===== config.mk =====
export PLATFORM = sky130hd
export DESIGN_NAME = frame_allocator_global_lru_limits_top
export DESIGN_NICKNAME = d
export VERILOG_FILES = /design/src/rtl/fal_pkg.sv /design/src/rtl/frame_allocator_global_lru_limits_top.sv /design/src/rtl/fal_cfg.sv /design/src/rtl/fal_ctrl.sv /design/src/rtl/fal_dp.sv
export SDC_FILE = /design/constraint.sdc
export NUM_CORES = 2
export LEC_CHECK = 0
export BUFFER_PORTS_ARGS = -buffer_cell sky130_fd_sc_hd__buf_2
export CORE_ASPECT_RATIO = 0.5
export CORE_MARGIN = 2
export CORE_UTILIZATION = 63
export DETAILED_ROUTE_END_ITERATION = 7
export PLACE_DENSITY = 0.79
export SLEW_MARGIN = 20
export SYNTH_ARGS = -nofsm -noshare
export SYNTH_HDL_FRONTEND = slang
export SYNTH_SLANG_ARGS = --single-unit

===== constraint.sdc =====
create_clock -name clk -period 9.4 [get_ports clk]
set_clock_uncertainty 0.15 [all_clocks]
set_input_delay 0.47 -clock clk [delete_from_list [all_inputs] [get_ports clk]]
set_output_delay 0.47 -clock clk [all_outputs]
set_load 0.02 [all_outputs]

===== src/rtl/fal_pkg.sv =====
// Shared types and constants for the frame allocator with global LRU and limits.
// Used by every module in rtl/; depends on nothing else.
`timescale 1ns / 1ps
`default_nettype none

package fal_pkg;

    // Table size default and fixed field widths.
    localparam int FRAMES_DEF     = 64;
    localparam int PROCESSES      = 4;
    localparam int NUM_PROC_SLOTS = 4;
    localparam int PID_W          = 2;
    localparam int PAGE_BITS      = 20;
    localparam int FRAME_W        = 6;
    localparam int LIMIT_W        = 7;
    localparam int STAMP_W        = 32;

    // Stream and register port widths.
    localparam int S_TDATA_W  = 32;
    localparam int M_TDATA_W  = 32;
    localparam int M_TUSER_W  = 3;
    localparam int CFG_ADDR_W = 5;
    localparam int CFG_IDX_W  = 3;
    localparam int CFG_DATA_W = 32;

    // Register indexes: upper limits first, then lower limits.
    localparam logic [CFG_IDX_W-1:0] REG_UPPER_BASE = 3'd0;
    localparam logic [CFG_IDX_W-1:0] REG_LOWER_BASE = 3'd4;

    localparam logic [LIMIT_W-1:0] UPPER_RESET = 7'd64;
    localparam logic [LIMIT_W-1:0] LOWER_RESET = 7'd0;

    // Item kinds carried in the input tuser.
    localparam logic MODE_TOUCH = 1'b0;
    localparam logic MODE_ALLOC = 1'b1;

    localparam logic [STAMP_W-1:0] STAMP_MAX = {STAMP_W{1'b1}};

    typedef logic [LIMIT_W-1:0] limit_t;

    typedef struct packed {
        limit_t [NUM_PROC_SLOTS-1:0] upper;
        limit_t [NUM_PROC_SLOTS-1:0] lower;
    } limits_t;

    // Commands from the controller to the datapath.
    typedef struct packed {
        logic load;
        logic touch;
        logic reject;
        logic scan_start;
        logic scan_step;
        logic commit;
    } dp_cmd_t;

    // Status from the datapath to the controller.
    typedef struct packed {
        logic mode;
        logic pid_ok;
        logic scan_last;
        logic out_free;
    } dp_status_t;

endpackage

`default_nettype wire


===== src/rtl/frame_allocator_global_lru_limits_top.sv =====
// Top level of the frame allocator with global LRU replacement and working-set limits.
// Depends on fal_pkg, fal_cfg, fal_ctrl and fal_dp.
//
//  Channel   Direction  Handshake                   Contents
//  s_*       in         s_tvalid / s_tready         touch or allocate request word
//  m_*       out        m_tvalid / m_tready         result word
//  apb       in/out     psel, penable, pwrite       upper and lower limit registers
//
// A touch finishes in the execute state; an allocate passes through the scan, which reads one
// frame per cycle from the frame table, and then commits.
// A finished result sits in the output register; the next word is accepted meanwhile.
// A stalled output holds the following result in the controller until the register frees.
// Reset clears the valid bits, resident counts and use clock at once; no clearing pass.
`timescale 1ns / 1ps
`default_nettype none

module frame_allocator_global_lru_limits_top #(
    parameter int FRAMES = fal_pkg::FRAMES_DEF   // 2 to 64
) (
    input  wire logic                           clk,
    input  wire logic                           rst_n,
    input  wire logic                           s_tvalid,
    output logic                                s_tready,
    // Request: pid [1:0], vpn [21:2], touch_frame [27:22], zero fill above
    input  wire logic [fal_pkg::S_TDATA_W-1:0]  s_tdata,
    // Request: mode (0 touch, 1 allocate)
    input  wire logic                           s_tuser,
    output logic                                m_tvalid,
    input  wire logic                           m_tready,
    // Result: frame [5:0], evicted_pid [7:6], evicted_vpn [27:8], zero fill above
    output logic      [fal_pkg::M_TDATA_W-1:0]  m_tdata,
    // Result: ok [0], took_free [1], evicted [2]
    output logic      [fal_pkg::M_TUSER_W-1:0]  m_tuser,
    input  wire logic                           psel,
    input  wire logic                           penable,
    input  wire logic                           pwrite,
    input  wire logic [fal_pkg::CFG_ADDR_W-1:0] paddr,
    input  wire logic [fal_pkg::CFG_DATA_W-1:0] pwdata,
    output logic      [fal_pkg::CFG_DATA_W-1:0] prdata,
    output logic                                pready
);
    import fal_pkg::*;

    limits_t    limits;
    dp_cmd_t    cmd;
    dp_status_t sts;

    fal_cfg u_cfg (
        .clk     (clk),
        .rst_n   (rst_n),
        .psel    (psel),
        .penable (penable),
        .pwrite  (pwrite),
        .paddr   (paddr),
        .pwdata  (pwdata),
        .prdata  (prdata),
        .pready  (pready),
        .limits  (limits)
    );

    fal_ctrl u_ctrl (
        .clk      (clk),
        .rst_n    (rst_n),
        .s_tvalid (s_tvalid),
        .s_tready (s_tready),
        .sts      (sts),
        .cmd      (cmd)
    );

    fal_dp #(
        .FRAMES (FRAMES)
    ) u_dp (
        .clk      (clk),
        .rst_n    (rst_n),
        .s_tdata  (s_tdata),
        .s_tuser  (s_tuser),
        .m_tvalid (m_tvalid),
        .m_tready (m_tready),
        .m_tdata  (m_tdata),
        .m_tuser  (m_tuser),
        .limits   (limits),
        .cmd      (cmd),
        .sts      (sts)
    );

endmodule

`default_nettype wire


===== src/rtl/fal_cfg.sv =====
// Configuration registers (upper and lower resident limits) behind the APB-style port.
// Depends on fal_pkg.
`timescale 1ns / 1ps
`default_nettype none

module fal_cfg (
    input  wire logic                           clk,
    input  wire logic                           rst_n,
    input  wire logic                           psel,
    input  wire logic                           penable,
    input  wire logic                           pwrite,
    input  wire logic [fal_pkg::CFG_ADDR_W-1:0] paddr,
    input  wire logic [fal_pkg::CFG_DATA_W-1:0] pwdata,
    output logic      [fal_pkg::CFG_DATA_W-1:0] prdata,
    output logic                                pready,
    output fal_pkg::limits_t                    limits
);
    import fal_pkg::*;

    limit_t [NUM_PROC_SLOTS-1:0] upper_reg;
    limit_t [NUM_PROC_SLOTS-1:0] lower_reg;
    logic   [CFG_IDX_W-1:0]      idx;
    logic   [1:0]                slot;
    logic                        wr_en;
    logic                        is_upper;

    assign pready   = 1'b1;
    assign idx      = paddr[CFG_ADDR_W-1:2];
    assign slot     = idx[1:0];
    // Upper limits sit from index zero up to the first lower limit.
    assign is_upper = (idx < REG_LOWER_BASE);
    assign wr_en    = psel && penable && pwrite && pready;

    // Register write on the access phase.
    always_ff @(posedge clk or negedge rst_n)
    begin
        if (!rst_n)
        begin
            upper_reg <= {NUM_PROC_SLOTS{UPPER_RESET}};
            lower_reg <= {NUM_PROC_SLOTS{LOWER_RESET}};
        end
        else if (wr_en)
        begin
            if (is_upper)
                upper_reg[slot] <= pwdata[LIMIT_W-1:0];
            else
                lower_reg[slot] <= pwdata[LIMIT_W-1:0];
        end
    end

    // Read back the addressed register.
    always_comb
    begin
        if (is_upper)
            prdata = {{(CFG_DATA_W-LIMIT_W){1'b0}}, upper_reg[slot]};
        else
            prdata = {{(CFG_DATA_W-LIMIT_W){1'b0}}, lower_reg[slot]};
    end

    assign limits.upper = upper_reg;
    assign limits.lower = lower_reg;

endmodule

`default_nettype wire


===== src/rtl/fal_ctrl.sv =====
// Controller state machine: sequences input acceptance, the frame scan and the commit.
// Depends on fal_pkg; drives the datapath through dp_cmd_t.
`timescale 1ns / 1ps
`default_nettype none

module fal_ctrl (
    input  wire logic                clk,
    input  wire logic                rst_n,
    input  wire logic                s_tvalid,
    output logic                     s_tready,
    input  wire fal_pkg::dp_status_t sts,
    output fal_pkg::dp_cmd_t         cmd
);
    import fal_pkg::*;

    typedef enum logic [3:0] {
        ST_IDLE   = 4'b0001,
        ST_EXEC   = 4'b0010,
        ST_SCAN   = 4'b0100,
        ST_COMMIT = 4'b1000
    } state_t;

    state_t state_reg;
    state_t state_next;

    // Next state and command decode.
    always_comb
    begin
        state_next = state_reg;
        cmd        = '0;
        s_tready   = 1'b0;
        case (state_reg)
            ST_IDLE:
            begin
                s_tready = 1'b1;
                if (s_tvalid)
                begin
                    cmd.load   = 1'b1;
                    state_next = ST_EXEC;
                end
            end
            ST_EXEC:
            begin
                if (sts.mode == MODE_ALLOC && sts.pid_ok)
                begin
                    cmd.scan_start = 1'b1;
                    state_next     = ST_SCAN;
                end
                else if (sts.out_free)
                begin
                    // Touches and unknown processes finish at once.
                    if (sts.mode == MODE_TOUCH)
                        cmd.touch = 1'b1;
                    else
                        cmd.reject = 1'b1;
                    state_next = ST_IDLE;
                end
            end
            ST_SCAN:
            begin
                cmd.scan_step = 1'b1;
                if (sts.scan_last)
                    state_next = ST_COMMIT;
            end
            ST_COMMIT:
            begin
                if (sts.out_free)
                begin
                    cmd.commit = 1'b1;
                    state_next = ST_IDLE;
                end
            end
            default:
            begin
                state_next = ST_IDLE;
            end
        endcase
    end

    always_ff @(posedge clk or negedge rst_n)
    begin
        if (!rst_n)
            state_reg <= ST_IDLE;
        else
            state_reg <= state_next;
    end

    // A word is taken only while idle.
    a_ready_idle: assert property (@(posedge clk) disable iff (!rst_n)
        s_tready |-> (state_reg == ST_IDLE))
        else $error("input ready outside idle");

    // A scan always ends in a commit.
    a_scan_to_commit: assert property (@(posedge clk) disable iff (!rst_n)
        (state_reg == ST_SCAN && sts.scan_last) |=> (state_reg == ST_COMMIT))
        else $error("scan did not reach commit");

    // Results are produced only when the output register can take them.
    a_commit_free: assert property (@(posedge clk) disable iff (!rst_n)
        (cmd.commit || cmd.touch || cmd.reject) |-> sts.out_free)
        else $error("result produced while output register busy");

endmodule

`default_nettype wire


===== src/rtl/fal_dp.sv =====
// Datapath: frame table memories, valid bits, resident counts, use clock, scan and output register.
// Depends on fal_pkg; commanded by fal_ctrl.
`timescale 1ns / 1ps
`default_nettype none

module fal_dp #(
    parameter int FRAMES = fal_pkg::FRAMES_DEF
) (
    input  wire logic                          clk,
    input  wire logic                          rst_n,
    input  wire logic [fal_pkg::S_TDATA_W-1:0] s_tdata,
    input  wire logic                          s_tuser,
    output logic                               m_tvalid,
    input  wire logic                          m_tready,
    output logic      [fal_pkg::M_TDATA_W-1:0] m_tdata,
    output logic      [fal_pkg::M_TUSER_W-1:0] m_tuser,
    input  wire fal_pkg::limits_t              limits,
    input  wire fal_pkg::dp_cmd_t              cmd,
    output fal_pkg::dp_status_t                sts
);
    import fal_pkg::*;

    localparam int FW = (FRAMES > 1) ? $clog2(FRAMES) : 1;
    localparam int CW = $clog2(FRAMES + 1);
    localparam int META_W = PID_W + PAGE_BITS;
    localparam logic [CW-1:0]      SCAN_END   = CW'(FRAMES);
    localparam logic [FRAME_W:0]   FRAMES_LIM = (FRAME_W + 1)'(FRAMES);
    localparam logic [PID_W:0]     PROC_LIM   = (PID_W + 1)'(PROCESSES);

    // Frame table storage.
    logic [META_W-1:0]  meta_mem  [FRAMES];
    logic [STAMP_W-1:0] stamp_mem [FRAMES];
    logic [FRAMES-1:0]  valid_reg;

    // Current item.
    logic                 mode_reg;
    logic [PID_W-1:0]     pid_reg;
    logic [PAGE_BITS-1:0] vpn_reg;
    logic [FRAME_W-1:0]   tf_reg;
    logic                 at_upper_reg;

    // Per-process counts and the use clock.
    limit_t [NUM_PROC_SLOTS-1:0] count_reg;
    limit_t [NUM_PROC_SLOTS-1:0] count_next;
    logic [STAMP_W-1:0]          clock_reg;
    logic [STAMP_W-1:0]          clock_next;
    logic [STAMP_W-1:0]          clock_inc;

    // Scan state.
    logic [CW-1:0]        scan_cnt_reg;
    logic                 eval_vld_reg;
    logic [FW-1:0]        eval_idx_reg;
    logic [META_W-1:0]    rd_meta_reg;
    logic [STAMP_W-1:0]   rd_stamp_reg;
    logic                 free_found_reg;
    logic [FW-1:0]        free_idx_reg;
    logic                 best_found_reg;
    logic [FW-1:0]        best_idx_reg;
    logic [STAMP_W-1:0]   best_stamp_reg;
    logic [PID_W-1:0]     best_owner_reg;
    logic [PAGE_BITS-1:0] best_page_reg;

    // Output register.
    logic                 m_tvalid_reg;
    logic                 out_ok_reg;
    logic [FRAME_W-1:0]   out_frame_reg;
    logic                 out_took_free_reg;
    logic                 out_evicted_reg;
    logic [PID_W-1:0]     out_pid_reg;
    logic [PAGE_BITS-1:0] out_vpn_reg;

    // Combinational helpers.
    logic                 rd_en;
    logic [FW-1:0]        rd_addr;
    logic [PID_W-1:0]     rd_owner;
    logic [PAGE_BITS-1:0] rd_page;
    logic                 e_valid;
    logic                 e_own;
    logic                 eligible;
    logic                 better;
    logic                 take_free;
    logic                 alloc_free;
    logic                 alloc_evict;
    logic                 alloc_any;
    logic [FW-1:0]        sel_idx;
    logic                 touch_ok;
    logic                 stamp_we;
    logic [FW-1:0]        stamp_addr;
    logic                 produce;
    logic [LIMIT_W+1:0]   count_sum;

    assign sts.mode      = mode_reg;
    assign sts.pid_ok    = ({1'b0, pid_reg} < PROC_LIM);
    assign sts.scan_last = (scan_cnt_reg == SCAN_END);
    assign sts.out_free  = !m_tvalid_reg || m_tready;

    // Load the incoming word: pid, vpn and touch frame from tdata, mode from tuser.
    always_ff @(posedge clk)
    begin
        if (cmd.load)
        begin
            mode_reg <= s_tuser;
            pid_reg  <= s_tdata[PID_W-1:0];
            vpn_reg  <= s_tdata[PID_W+PAGE_BITS-1:PID_W];
            tf_reg   <= s_tdata[PID_W+PAGE_BITS+FRAME_W-1:PID_W+PAGE_BITS];
        end
    end

    // Scan read port: one frame per cycle.
    assign rd_en   = cmd.scan_step && (scan_cnt_reg < SCAN_END);
    assign rd_addr = scan_cnt_reg[FW-1:0];

    // Evaluate the frame read in the previous cycle.
    assign rd_owner  = rd_meta_reg[META_W-1:PAGE_BITS];
    assign rd_page   = rd_meta_reg[PAGE_BITS-1:0];
    assign e_valid   = valid_reg[eval_idx_reg];
    assign e_own     = (rd_owner == pid_reg);
    assign eligible  = eval_vld_reg && e_valid && !(at_upper_reg && !e_own)
                     && !(!e_own && (count_reg[rd_owner] <= limits.lower[rd_owner]));
    assign better    = eligible && (!best_found_reg || (rd_stamp_reg < best_stamp_reg));
    assign take_free = eval_vld_reg && !e_valid && !free_found_reg;

    // Scan counters and candidate tracking.
    always_ff @(posedge clk or negedge rst_n)
    begin
        if (!rst_n)
        begin
            scan_cnt_reg   <= '0;
            eval_vld_reg   <= 1'b0;
            free_found_reg <= 1'b0;
            best_found_reg <= 1'b0;
        end
        else if (cmd.scan_start)
        begin
            scan_cnt_reg   <= '0;
            eval_vld_reg   <= 1'b0;
            free_found_reg <= 1'b0;
            best_found_reg <= 1'b0;
        end
        else if (cmd.scan_step)
        begin
            eval_vld_reg <= rd_en;
            if (rd_en)
                scan_cnt_reg <= scan_cnt_reg + CW'(1);
            if (take_free)
                free_found_reg <= 1'b1;
            if (better)
                best_found_reg <= 1'b1;
        end
    end

    always_ff @(posedge clk)
    begin
        if (cmd.scan_start)
            at_upper_reg <= (count_reg[pid_reg] >= limits.upper[pid_reg]);
        if (rd_en)
            eval_idx_reg <= rd_addr;
        if (cmd.scan_step && take_free)
            free_idx_reg <= eval_idx_reg;
        if (cmd.scan_step && better)
        begin
            best_idx_reg   <= eval_idx_reg;
            best_stamp_reg <= rd_stamp_reg;
            best_owner_reg <= rd_owner;
            best_page_reg  <= rd_page;
        end
    end

    // Commit decision.
    assign alloc_free  = cmd.commit && !at_upper_reg && free_found_reg;
    assign alloc_evict = cmd.commit && !alloc_free && best_found_reg;
    assign alloc_any   = alloc_free || alloc_evict;
    assign sel_idx     = alloc_free ? free_idx_reg : best_idx_reg;
    assign touch_ok    = cmd.touch && ({1'b0, tf_reg} < FRAMES_LIM);
    assign stamp_we    = alloc_any || touch_ok;
    assign stamp_addr  = touch_ok ? tf_reg[FW-1:0] : sel_idx;
    assign produce     = cmd.touch || cmd.reject || cmd.commit;

    // Saturating use clock.
    assign clock_inc  = (clock_reg == STAMP_MAX) ? clock_reg : clock_reg + STAMP_W'(1);
    assign clock_next = stamp_we ? clock_inc : clock_reg;

    // Resident counts: free takes add one; eviction from another process moves one.
    always_comb
    begin
        for (int p = 0; p < NUM_PROC_SLOTS; p++)
        begin
            count_next[p] = count_reg[p];
            if (alloc_free && pid_reg == PID_W'(p))
                count_next[p] = count_reg[p] + LIMIT_W'(1);
            if (alloc_evict && best_owner_reg != pid_reg)
            begin
                if (best_owner_reg == PID_W'(p) && count_reg[p] != '0)
                    count_next[p] = count_reg[p] - LIMIT_W'(1);
                if (pid_reg == PID_W'(p))
                    count_next[p] = count_reg[p] + LIMIT_W'(1);
            end
        end
    end

    always_ff @(posedge clk or negedge rst_n)
    begin
        if (!rst_n)
        begin
            valid_reg <= '0;
            count_reg <= '0;
            clock_reg <= '0;
        end
        else
        begin
            if (alloc_free)
                valid_reg[sel_idx] <= 1'b1;
            count_reg <= count_next;
            clock_reg <= clock_next;
        end
    end

    // Owner and page memory.
    always_ff @(posedge clk)
    begin
        if (alloc_any)
            meta_mem[sel_idx] <= {pid_reg, vpn_reg};
        if (rd_en)
            rd_meta_reg <= meta_mem[rd_addr];
    end

    // Use stamp memory.
    always_ff @(posedge clk)
    begin
        if (stamp_we)
            stamp_mem[stamp_addr] <= clock_inc;
        if (rd_en)
            rd_stamp_reg <= stamp_mem[rd_addr];
    end

    // Output register: loaded when a result is produced, cleared when taken.
    always_ff @(posedge clk or negedge rst_n)
    begin
        if (!rst_n)
            m_tvalid_reg <= 1'b0;
        else if (produce)
            m_tvalid_reg <= 1'b1;
        else if (m_tready)
            m_tvalid_reg <= 1'b0;
    end

    always_ff @(posedge clk)
    begin
        if (produce)
        begin
            out_ok_reg        <= touch_ok || alloc_any;
            out_frame_reg     <= alloc_any ? FRAME_W'(sel_idx) : '0;
            out_took_free_reg <= alloc_free;
            out_evicted_reg   <= alloc_evict;
            out_pid_reg       <= alloc_evict ? best_owner_reg : '0;
            out_vpn_reg       <= alloc_evict ? best_page_reg : '0;
        end
    end

    assign m_tvalid = m_tvalid_reg;
    assign m_tdata  = {{(M_TDATA_W-FRAME_W-PID_W-PAGE_BITS){1'b0}},
                       out_vpn_reg, out_pid_reg, out_frame_reg};
    assign m_tuser  = {out_evicted_reg, out_took_free_reg, out_ok_reg};

    // Total of the resident counts, for checking against the valid bits.
    always_comb
    begin
        count_sum = '0;
        for (int p = 0; p < NUM_PROC_SLOTS; p++)
            count_sum = count_sum + (LIMIT_W + 2)'(count_reg[p]);
    end

    // Every valid frame belongs to exactly one process count.
    a_count_matches: assert property (@(posedge clk) disable iff (!rst_n)
        count_sum == (LIMIT_W + 2)'($countones(valid_reg)))
        else $error("resident counts disagree with valid frames");

    // The use clock never goes backwards.
    a_clock_mono: assert property (@(posedge clk) disable iff (!rst_n)
        clock_reg >= $past(clock_reg))
        else $error("use clock decreased");

    // A result never claims both a free frame and an eviction.
    a_one_source: assert property (@(posedge clk) disable iff (!rst_n)
        m_tvalid_reg |-> !(out_took_free_reg && out_evicted_reg))
        else $error("free take and eviction in one result");

endmodule

`default_nettype wire


# Word level (Yosys, flattened, before mapping)
# Memory sizes are Yosys's and may differ from the RTL's. A register that Yosys moved wholly into a read port is not among the register bits.
# Cells that the tools add are included.
# word_totals
ff_bits	328
mem_bits_rw	3456
input_bits	77
word_cells	211
mem_count	2
# op_classes
add_sub_neg	10
n_lt_le_gt_ge	12
eq_ne	16
n_mux	72
bitwise_logic	2
n_reduce_logical	60
# mem_list
name	depth	width	read_ports	rd_clocked_by_memory_dff	wr	line_no	text
u_dp.stamp_mem	64	32	1	1	1	fal_dp.sv:32	logic [STAMP_W-1:0] stamp_mem [FRAMES];
u_dp.meta_mem	64	22	1	1	1	fal_dp.sv:31	logic [META_W-1:0] meta_mem [FRAMES];
# op_table
cell	n
$mux 7	27
$bmux 7 s2	6
$or 64x64->64	1
$bwmux 28	2
$add 7x1->7 const B	5
$add 32x1->32 const B	1
$eq 32x32->1 const B	1
$lt 32x32->1	1
$mux 32	1
$logic_and 1x1->1	28
$reduce_bool 7->1	4
$sub 7x1->7 const B	4
$mux 1	23
$mux 4	4
$pmux 4 s4	1
$demux 7 s2	1
$lt 6x7->1 const B	2
$mux 6	2
$reduce_and 2->1	6
$reduce_bool 2->1	5
$logic_not 1->1	9
$lt 2x3->1 const B	3
$eq 2x2->1 const B	4
$eq 7x7->1 const B	1
other kinds (21)	30

# Depth between registers and ports, before layout
# depth
word_depth	13
mapped_depth	12

# Cells and area by module
# Synthesis repeated with hierarchy kept, for this count alone.
# unflattened
hier_cells	6685
area_unflattened_um2	150099.0
# modules_own_cells
module	n_inst	cells_each	area_per_inst_um2	seq_area_each_um2
fal_dp	1	6463	146898.4	112773.2
fal_cfg	1	189	2877.8	1406.3
fal_ctrl	1	33	322.8	101.3

# Least setup slack after synthesis
# OpenSTA, ideal clock, no wires.
# synth_path
path_type	register to register
from	register u_dp.rd_meta_reg[20], read port of u_dp.meta_mem
to	register u_dp.best_idx_reg[0], enable pin
t_arrival_ns	7.358
t_required_ns	8.663
slack_ns	1.306
stages_incl_launch_ff	11
n_path_buf	2
path_cell_list	edfxtp_1 clkbuf_1 buf_1 mux4_2 ha_1 a21o_1 a21oi_1 a211o_1 a21oi_1 o2111ai_1 a311oi_1
# synth_via
elab_chain_cells	8
word_cells_on_any_way	15
# synth_rtl
item	line_no	text
start, declared	fal_dp.sv:53	logic [META_W-1:0] rd_meta_reg;
$bmux 7 s2 or $eq 2x2->1 (tied branches)	fal_dp.sv:119, fal_dp.sv:117	
$mux 7 (not written as such) or $logic_not 1->1 (tied branches)	fal_dp.sv:119, fal_dp.sv:118	
$le 7x7->1 or $logic_and 1x1->1 (tied branches)	fal_dp.sv:119, fal_dp.sv:118	
$logic_and 1x1->1 or $logic_not 1->1 (tied branches)	fal_dp.sv:119, fal_dp.sv:118	
$logic_not 1->1 or $logic_and 1x1->1 (tied branches)	fal_dp.sv:119, fal_dp.sv:118	
$logic_and 1x1->1 (*)	fal_dp.sv:119	&& !(!e_own && (count_reg[rd_owner] <= limits.lower[rd_owner]));
$logic_and 1x1->1 (*)	fal_dp.sv:120	assign better = eligible && (!best_found_reg || (rd_stamp_reg < best_stamp_reg));
$logic_and 1x1->1 (*)	fal_dp.sv:160	if (cmd.scan_step && better)
end signal, assigned	fal_dp.sv:162	best_idx_reg <= eval_idx_reg;
end, declared	fal_dp.sv:58	logic [FW-1:0] best_idx_reg;
# Every way passes the cells marked *; elsewhere a longest branch is shown, timed or not. The select of a mux whose other input is x is not followed.
# A chain may end at the register's enable or synchronous reset.

# Final worst setup path
# layout_path
from	register u_dp.at_upper_reg
to	memory u_dp.meta_mem[41][18] (netlist bit), enable pin
# layout_via
elab_chain_cells	9
word_cells_on_any_way	10
# layout_rtl
item	line_no	text
start, declared	fal_dp.sv:40	logic at_upper_reg;
start signal, assigned	fal_dp.sv:155	at_upper_reg <= (count_reg[pid_reg] >= limits.upper[pid_reg]);
$logic_not 1->1 (*)	fal_dp.sv:170	assign alloc_free = cmd.commit && !at_upper_reg && free_found_reg;
$logic_and 1x1->1 (*) (2 in series)	fal_dp.sv:170	
$logic_not 1->1	fal_dp.sv:171	assign alloc_evict = cmd.commit && !alloc_free && best_found_reg;
$logic_and 1x1->1 (2 in series)	fal_dp.sv:171	
$logic_or 1x1->1	fal_dp.sv:172	assign alloc_any = alloc_free || alloc_evict;
$mux 1	fal_dp.sv:221	if (alloc_any)
$mux 1 (not written as such)	fal_dp.sv:222	meta_mem[sel_idx] <= {pid_reg, vpn_reg};
end, declared	fal_dp.sv:31	
# Every way passes the cells marked *; elsewhere a longest branch is shown, timed or not.

==> reports/qor.txt <==
Period minus WS final: 5.72 ns
synthesis-stage register bit count: 3838
DR vias: 78510
max_cap viols: 0
RSZ-0062 raised after global routing: no
mapped cell area: 0.151 mm²
first-pass GRT wire length: 590 mm
final hold vios: 0
Placer Congestion: 0.946
setup violators final: 0
period utilisation layout: 60.9%
post-synthesis sequential area ratio: 75.8%
Total GRT Usage: 34.7%
Main synth FF type: edfxtp_1
fillcell total: 12603
worst path required time: 9.80 ns
setup TNS: 0 ns
Chip Height: 350 µm
Row Count: 126
Num Clock Sinks: 3838
cells after synthesis: 6817
fraction of layout cells with a size suffix above 1: 29.4%
initial cell density of the core: 63.6%
synth warn: 0
I/O pin total: 147
number of port buffers: 85
status: complete, but fails checks
H-tree levels: 5
Max Clock Freq: 175 MHz
DRC: 14
WS Path Type: flop to flop
final layout net count: 7273
detailed placer's ending HPWL: 212 mm
DR iter-0 viols: 14207
initial antenna violation count: 51
most frequent cells in the layout: edfxtp_1, mux4_2, clkbuf_16, buf_4, dfrtp_1
leakage power: 50.9 nW
Root Buffer: clkbuf_16
CTS resizes: 0
critical path arrival: 6.13 ns
clk_lat worst skew: 0.93 ns
Tightest Pin Transition: 1.25 ns
Max-slew headroom: 17.0%
Final Routed Wirelength: 420 mm
Hold Path Class: input port to asynchronous set/reset pin
VDD IR max: 0.278 mV
largest net degree at the start of global routing: 121
die area: 0.244 mm²
power density cells: 230 mW/mm²
grt ovf: 0
CTS Buf Count: 315
Largest register FFs: 2048
Pwr Total: 38.5 mW
failing checks: DRC
async set-or-reset flop fraction in the synthesized netlist: 5.08%
Yosys cell types: 71
EDFF count, synth: 3643
crit-path max FO: 28
critical path endpoint category: flop
DR WL/cell: 39.6 µm
via count of the first global-routing pass: 78851
Final Slew Violations: 0
Syn Area/Cell: 22.1 µm²
area delta synth->final: 10.8%
Via-to-Cell Ratio: 7.41
CTS tree: done
commonest non-fill, non-tap cell in the layout: edfxtp_1
DIE WIDTH: 696 µm
type of origin of the critical path: flop
DRT antenna net count: 0
total core area: 0.237 mm²
Bufs on Longest Clock Path: 4
DRT Pass-1 Iters: 8
clock-pin slew of the registers on the worst-case setup and hold paths: 0.07 ns
## final timing paths
kind	start	endpoint	slack (ns)	cells after the start
max	u_dp.at_upper_reg$_DFFE_PP_	u_dp.meta_mem[41][18]$_DFFE_PP_	3.68	8
min	rst_n	u_cfg.limits[42]$_DFFE_PN0P_	0.001	2
max reg2reg	u_dp.at_upper_reg$_DFFE_PP_	u_dp.meta_mem[41][18]$_DFFE_PP_	3.68	8
min reg2reg	u_dp.rd_meta_reg[6]$_DFFE_PP_	u_dp.best_page_reg[6]$_DFFE_PP_	0.28	0
max in group asynchronous	rst_n	u_dp.clock_reg[14]$_DFFE_PN0P_	6.88	4
min in group clk	s_tdata[17]	u_dp.vpn_reg[15]$_DFFE_PP_	0.10	2
## critical path, stage by stage (launching register included)
cell	delay (ns)
edfxtp_1	0.52
nor2b_1	0.61
nand3_2	0.81
inv_2	0.60
nand2_1	0.24
nand2_1	0.62
nand2_1	0.49
nor2_2	0.89
buf_4	0.39
## metrics by stage
step                      util [%]  area [µm²]  hold slack (ns)  worst slack [ns]  std cells
after floorplan                  -      151000           0.0244              1.31       6845
after global placement        66.1      157000            0.264              4.02       9974
after detailed placement      66.1      157000            0.265              3.85       9974
after CTS                     70.4      167000           0.0127              3.65      10574
after global routing          70.5      167000           0.0734              3.52      10588
final                         70.5      167000          0.00107              3.68      10596
## power by group
| part | switching (mW) | internal [mW] | total [mW] |
|---|---|---|---|
| Sequential | 0.212 | 19.2 | 19.4 |
| Combinational | 3.34 | 2.35 | 5.69 |
| Clock | 6.25 | 7.13 | 13.4 |
## logic make-up after synthesis
family          share of synthesized area, %
buf+inv                                 1.41
flops                                   75.8
fa+ha+maj                              0.498
other cells                          0.00498
xor+xnor                               0.534
simple gates                            2.15
compound gates                          1.86
mux                                     17.8
## area by class of cell
class                      instances  area, µm²  share of cell area (%)
clock inverter                   152       1360                   0.813
antenna                           15       37.5                  0.0225
sequential                      3838     114000                    68.4
tap                             3200       4000                    2.40
timing repair buffer             373       2880                    1.72
multi-input combinational       2543      35600                    21.3
clock buffer                     410       8650                    5.18
inverter                          65        244                   0.146
## repair_timing
item,4_1_cts,5_1_grt
setup buffers,0,0
hold endpoints to repair,175,0
hold buffers,38,0
## synth_stat cells, drive strengths merged, types with 46 or more instances
| cell type | count | area, µm² |
|---|---|---|
| mux4 | 1120 | 25200 |
| and2 | 71 | 444 |
| a211oi | 78 | 586 |
| buf | 218 | 1200 |
| nand3 | 46 | 235 |
| xnor2 | 52 | 455 |
| inv | 64 | 240 |
| dfrtp | 190 | 4750 |
| mux2 | 68 | 766 |
| mux2i | 79 | 791 |
| edfxtp | 3643 | 109000 |
| nand2 | 149 | 559 |
| a21o | 83 | 623 |
| clkbuf | 181 | 681 |
| a21oi | 105 | 526 |
| nor2 | 231 | 867 |
| nor2b | 49 | 307 |
| ha | 60 | 751 |
## layer usage
| metal | global-route usage [%] | share of wire (%) |
|---|---|---|
| met1 | 46.9 | 33 |
| met2 | 54.1 | 47 |
| met3 | 10.2 | 14 |
| met4 | 14.3 | 5.0 |
| met5 | 0.894 | 0.15 |
No activity file was read; power rests on OpenSTA's default activity.
